`src/sv/fppe_pkg.sv`:
```
// Shared types and constants for the fixed-point polynomial evaluator.
package fppe_pkg;

   localparam int unsigned COEFF_REGS = 6;
   localparam int unsigned DATA_W     = 32;
   localparam int unsigned ADDR_W     = 5;

   localparam logic [4:0] Q_FORMAT_RESET   = 5'd16;
   localparam logic [2:0] TERM_COUNT_RESET = 3'd0;

   typedef enum logic [2:0] {
      REG_Q_FORMAT   = 3'd0,
      REG_TERM_COUNT = 3'd1,
      REG_COEFF_0    = 3'd2,
      REG_COEFF_1    = 3'd3,
      REG_COEFF_2    = 3'd4,
      REG_COEFF_3    = 3'd5,
      REG_COEFF_4    = 3'd6,
      REG_COEFF_5    = 3'd7
   } reg_index_type;

   typedef struct packed {
      logic [4:0]                         q_format;
      logic [2:0]                         term_count;
      logic [COEFF_REGS-1:0][DATA_W-1:0]  coeff;
   } cfg_type;

   typedef struct packed {
      logic [4:0]        q_format;
      logic              term_on;
      logic [DATA_W-1:0] coeff;
   } cell_cfg_type;

   typedef struct packed {
      logic [DATA_W-1:0] sample;
      logic [DATA_W-1:0] power;
      logic [DATA_W-1:0] sum;
   } beat_type;

endpackage

```
`src/sv/fppe_csr.sv`:
```
// APB register file holding the Q format, term count and coefficients.
module fppe_csr (
   input  logic                              clock,
   input  logic                              reset,
   input  logic                              csr_psel,
   input  logic                              csr_penable,
   input  logic                              csr_pwrite,
   input  logic [fppe_pkg::ADDR_W-1:0]       csr_paddr,
   input  logic [fppe_pkg::DATA_W-1:0]       csr_pwdata,
   output logic [fppe_pkg::DATA_W-1:0]       csr_prdata,
   output logic                              csr_pready,
   output fppe_pkg::cfg_type                 cfg
);

   logic [4:0]                      q_format_ff;
   logic [2:0]                      term_count_ff;
   logic [fppe_pkg::DATA_W-1:0]     coeff_ff [fppe_pkg::COEFF_REGS];
   fppe_pkg::reg_index_type         index;
   logic                            write_en;
   logic [2:0]                      coeff_sel;

   assign index     = fppe_pkg::reg_index_type'(csr_paddr[4:2]);
   assign write_en  = csr_psel & csr_penable & csr_pwrite & csr_pready;
   assign coeff_sel = 3'(index - fppe_pkg::REG_COEFF_0);
   assign csr_pready = 1'b1;

   always_ff @(posedge clock) begin
      if (reset) begin
         q_format_ff   <= fppe_pkg::Q_FORMAT_RESET;
         term_count_ff <= fppe_pkg::TERM_COUNT_RESET;
         for (int i = 0; i < int'(fppe_pkg::COEFF_REGS); i++) begin
            coeff_ff[i] <= '0;
         end
      end else if (write_en) begin
         case (index)
            fppe_pkg::REG_Q_FORMAT: begin
               q_format_ff <= csr_pwdata[4:0];
            end
            fppe_pkg::REG_TERM_COUNT: begin
               term_count_ff <= csr_pwdata[2:0];
            end
            default: begin
               if (index inside {[fppe_pkg::REG_COEFF_0:fppe_pkg::REG_COEFF_5]}) begin
                  coeff_ff[coeff_sel] <= csr_pwdata;
               end
            end
         endcase
      end
   end

   always_comb begin
      csr_prdata = '0;
      case (index)
         fppe_pkg::REG_Q_FORMAT: begin
            csr_prdata = {27'd0, q_format_ff};
         end
         fppe_pkg::REG_TERM_COUNT: begin
            csr_prdata = {29'd0, term_count_ff};
         end
         default: begin
            csr_prdata = coeff_ff[coeff_sel];
         end
      endcase
   end

   always_comb begin
      cfg.q_format   = q_format_ff;
      cfg.term_count = term_count_ff;
      for (int i = 0; i < int'(fppe_pkg::COEFF_REGS); i++) begin
         cfg.coeff[i] = coeff_ff[i];
      end
   end

endmodule

```
`config.mk`:
```
export PLATFORM = sky130hd
export DESIGN_NAME = fppe_csr
export DESIGN_NICKNAME = d
export VERILOG_FILES = /design/src/sv/fppe_pkg.sv /design/src/sv/fppe_csr.sv
export SDC_FILE = /design/constraint.sdc
export NUM_CORES = 1
export LEC_CHECK = 0
export ABC_AREA = 1
export BUFFER_PORTS_ARGS = -buffer_cell sky130_fd_sc_hd__clkbuf_2
export CAP_MARGIN = 10
export CELL_PAD_IN_SITES_DETAIL_PLACEMENT = 0
export CELL_PAD_IN_SITES_GLOBAL_PLACEMENT = 1
export CORE_UTILIZATION = 43
export CTS_BUF_LIST = sky130_fd_sc_hd__clkbuf_8
export CTS_CLUSTER_SIZE = 40
export DETAILED_ROUTE_END_ITERATION = 10
export PLACE_DENSITY = 0.86
export SLEW_MARGIN = 20
export SYNTH_ARGS = -nofsm -noshare
export SYNTH_HDL_FRONTEND = slang
export SYNTH_SLANG_ARGS = --single-unit
export TNS_END_PERCENT = 5
```
`constraint.sdc`:
```
create_clock -name clock -period 4.6 [get_ports clock]
set_clock_uncertainty 0.05 [all_clocks]
set_input_delay 0.23 -clock clock [delete_from_list [all_inputs] [get_ports clock]]
set_output_delay 0.23 -clock clock [all_outputs]
set_load 0.02 [all_outputs]
```
---- Word level (Yosys, flattened, before mapping) ----
Memories as Yosys holds them, arrays and structs flattened.
Cells that the tools add are included.
cells by class
  add/sub/neg operators ................... 1
  reductions and logical operators ........ 6
  multiplexer cells ....................... 11
  bitwise operators ....................... 2
  equality and inequality tests ........... 1
  $lt $le $gt $ge ......................... 2
operators by type and width
  operator                                              number
  case mux 32 bit (2 select lines)                      1
  two-way mux 32 bit                                    1
  OR reduction 32 bit                                   1
  two-way mux 1 bit                                     8
  AND reduction 2 bit                                   2
  == test 3 x 1 -> 1 bit (second input constant)        1
  >= comparator 3 x 2 -> 1 bit (second input constant)  1
  <= comparator 3 bit (second input constant)           1
  logical NOT 3 bit                                     1
  two-way mux 3 bit                                     1
  subtractor 3 x 2 -> 3 bit (second input constant)     1
  bitwise AND 1 bit                                     2
  OR reduction 2 bit                                    1
  logical AND 1 bit                                     1
storage, ports and cells
  register bits after elaboration ......... 8
  output and inout bits ................... 233
  word-level logic and storage cells ...... 26
  memory bits (writable) .................. 192
  input port bits ......................... 42
  memories kept ........................... 1
memories
  memory    depth  bits a word  rd ports  clocked after memory_dff  wr ports  RTL line        source
  coeff_ff  6      32           7         0                         6         fppe_csr.sv:17  logic [fppe_pkg::DATA_W-1:0] coeff_ff [fppe_pkg::COEFF_REGS];

---- Depth between registers and ports, before layout ----
  depth in word-level cells ............... 9
  mapped depth ............................ 11
  mapped depth without buffers ............ 8

---- Worst setup path after synthesis ----
OpenSTA, ideal clock, no wires.
  path kind ............................... input to register
  start point ............................. input csr_paddr[3] (netlist bit)
  end point ............................... memory coeff_ff[6][0] (netlist bit) (enable)
  path buffers ............................ 3
  stages on the path ...................... 8
  path slack .............................. 1.359 ns
  arrival time ............................ 2.770 ns
  path through ............................ buf_6 inv_4 ha_1 clkbuf_1 clkinv_1 clkbuf_1 nand3_1 nor2_1
RTL lines
  item             RTL line        source
  start, declared  fppe_csr.sv:8   input logic [fppe_pkg::ADDR_W-1:0] csr_paddr,
  end, declared    fppe_csr.sv:17

==> run summary <==
Status - finished, final reports clean
GRT Util Overall - 25.5%
Final setup fails - 0
Worst hold path class - primary input to flip-flop
Final Cycle Share - 61.7%
Worst Path Max Fanout - 32
CTS clk-pin slew, worst paths - 0.06 ns
Yosys top cell area share - 68.4%
Initial antenna violation count - 0
Metal2 WL - 16800 µm
Fin nets - 1330
F_max - 352 MHz
ANT cells - 0
Unrepaired setup endpoints after global routing - false
Reg2Reg Setup Slack - 3.88 ns
Yosys warns - 0
Worst endpoint required time - 4.70 ns
Most common cell in the netlist - edfxtp_1
CP endpoint - coeff_ff[4][3]
Worst vdd ir - 0.000236 V
Die H - 164 µm
Num ports - 275
Dpl hpwl - 20500 µm
Setup TNS - 0 ns
Syn Nets - 1041
DR vias - 8786
Top post-synthesis cells by area - edfxtp_1 (68%), nor2_1 (7.5%), nand2_1 (7.3%), nand3_1 (1.9%), a211oi_1 (1.7%)
FF+latch count, synth - 264
Metal3 WL - 3020 µm
Iteration count of the initial detailed-routing pass - 5
Reg2reg end - q_format_ff[1]
Worst Slack Setup Final - 1.76 ns
FF-to-FF Start - q_format_ff[1]
Synthesized cell area - 11200 µm²
Leading area contributor after synthesis - edfxtp_1
Port Buffer Count - 271
Die area - 26800 µm²
Vias in the first global route - 8557
Largest stage delay, worst path - 0.89 ns
Hold Vio Cnt, Final - 0
Worst setup SP type - primary input
Worst skew pair latency - 0.53 ns
Fillers - 2266
Final antenna-violating net count - 0
Final Max Slew Viols - 0
1st-iter DRT viols - 736
Crit path from - csr_paddr[3]
Critical path's top delay family - simple AND/OR/NAND/NOR gates
DR vias/cell - 5.35
Post-synth EDFFs - 256
Syn Area/Cell - 11.3 µm²
CP Cell Sequence - clkbuf_2 > ha_1 > nand3_1 > nand2_1 > nor2_4 > nand3_4 > buf_4 > inv_4 > nand2_4 > nand2_2
GRT Residual Overflow - 0
Slowest cell on crit path - nand2_2
WL final - 34300 µm
M1 WL - 13600 µm
Row count - 58
Post-CTS sizing - 0
WL/cell - 20.9 µm
Normalized max-slew margin - 24.0%
Worst-Margin Slew - 1.14 ns
CTS tree - yes
Max Root-Sink Buffers - 3
CTS Sinks - 264
First-pass GRT wire length - 49900 µm
Post-CTS setup buffer count - 0
Final core utilization - 54.2%
Cells after Synth - 997
DRC Markers - 0
Asr flop ratio synth - 0%
Worst EP arrival - 2.94 ns
Worst r2r path cells - 2
Synth unique cells - 33
Post-route minimum period - 2.84 ns
PwrDens - 392 nW/µm²
WP depth - 10
Die width - 164 µm
Commonest cells post-synth - edfxtp_1 (256), nor2_1 (226), nand2_1 (218)
Layout area overhead - 22.5%
Leakage - 5.61 nW
CP Capture Type - flip-flop
Kind of critical path - primary input to flip-flop
Root Driver - clkbuf_8
Final Wtd Congestion - 0.776
Placed instance area - 12800 µm²
H-tree levels - 2
Multi-input logic area - 2910 µm²
Area of the core - 25400 µm²
Largest net degree at the start of global routing - 66
Top_reg_cell synth - edfxtp_1
Crit path buffers/inverters - 3
Max-Cap Viols - 0
Seq/Total Area, Yosys - 69.8%
Initial Util - 44.3%
Share of cells above drive strength 1 - 28.3%
Clock buffer count from CTS - 43
Worst slack, placed - 1.20 ns
Top Metal Used - met4
FF+latch area - 7850 µm²
Post-route cell area - 13800 µm²
what timing repair did:
action / CTS / global route
setup endpoints to repair: 0 / 0
hold buffers: 16 / 0
endpoints found under the hold margin: 56 / 0
cell families (layout without fill, tap and decap cells):
| kind of cell | Yosys count | count (layout) | share of synthesized area [%] |
|---|---|---|---|
| and+or+nand+nor | 530 | 530 | 19.7 |
| DFF | 264 | 264 | 69.8 |
| buffers and inverters | 105 | 419 | 4.86 |
| AOI/OAI and AO/OA | 95 | 95 | 5.36 |
| adders and majority gates | 2 | 2 | 0.223 |
| other | 1 | 1 | 0.0333 |
worst min-delay path by stage:
stage                     slack, ns  cells after the start              end            from
final                          0.03                      3  coeff_ff[1][22]  csr_pwdata[22]
after global routing           0.03                      3  coeff_ff[4][25]  csr_pwdata[25]
after CTS                     0.001                      3  coeff_ff[3][11]  csr_pwdata[11]
after detailed placement       0.45                      3   q_format_ff[4]   csr_pwdata[4]
after global placement         0.45                      2   q_format_ff[4]  q_format_ff[4]
after floorplan                0.31                      2   q_format_ff[4]   csr_pwdata[4]
metal layers:
| metal | up-vias | global-route usage, % |
|---|---|---|
| li1 | 4006 | - |
| met1 | 4229 | 33.0 |
| met2 | 491 | 43.2 |
| met3 | 60 | 4.72 |
| met4 | 0 | 8.29 |
| met5 | - | 0 |
state kept, by name, indices dropped and copies added (netlist names):
signal	count
q_format_ff	5
coeff_ff	256
term_count_ff	3
layout make-up:
type | count | area share [%]
flip-flops and latches | 264 | 57.0
multi-input cells | 628 | 21.1
well taps | 330 | 3.00
repair buffers | 302 | 12.0
clock buffers | 43 | 4.30
clock inverters | 27 | 1.33
inverters | 47 | 1.32
cells in the final DEF (no fill, tap or decap), types with 8 or more instances in the layout:
cell type	netlist	layout
clkbuf_2	0	271
edfxtp_1	256	256
nor2_1	226	222
nand2_1	218	213
inv_1	41	50
clkbuf_8	0	43
nand3_1	42	42
o21ai_0	36	36
nand4_1	26	26
a211oi_1	25	25
dlygate4sd3_1	0	16
a22oi_1	15	15
buf_4	2	14
a21oi_1	10	10
dfxtp_1	8	8
power by group:
part           total [mW]  internal, mW  switching, mW
Clock                1.89         0.985          0.903
Sequential           2.80          2.74         0.0637
Combinational       0.717         0.197          0.521
Total                5.41          3.92           1.49
through the flow:
stage / std cells / power (mW) / hold WS, ns
5_1_grt: 1641 / 5.59 / 0.0267
3_5_place_dp: 1554 / 3.56 / 0.453
2_1_floorplan: 997 / 3.26 / 0.306
4_1_cts: 1640 / 5.44 / 0.00134
6_report: 1641 / 5.41 / 0.0315
3_3_place_gp: 1554 / 3.55 / 0.453
worst reg2reg max path: cells and delay by family, from the launching register on:
family          cells  cell delay, ns
flops               1            0.33
compound gates      2            0.22
Note: power is estimated with default switching activity, not from simulation.
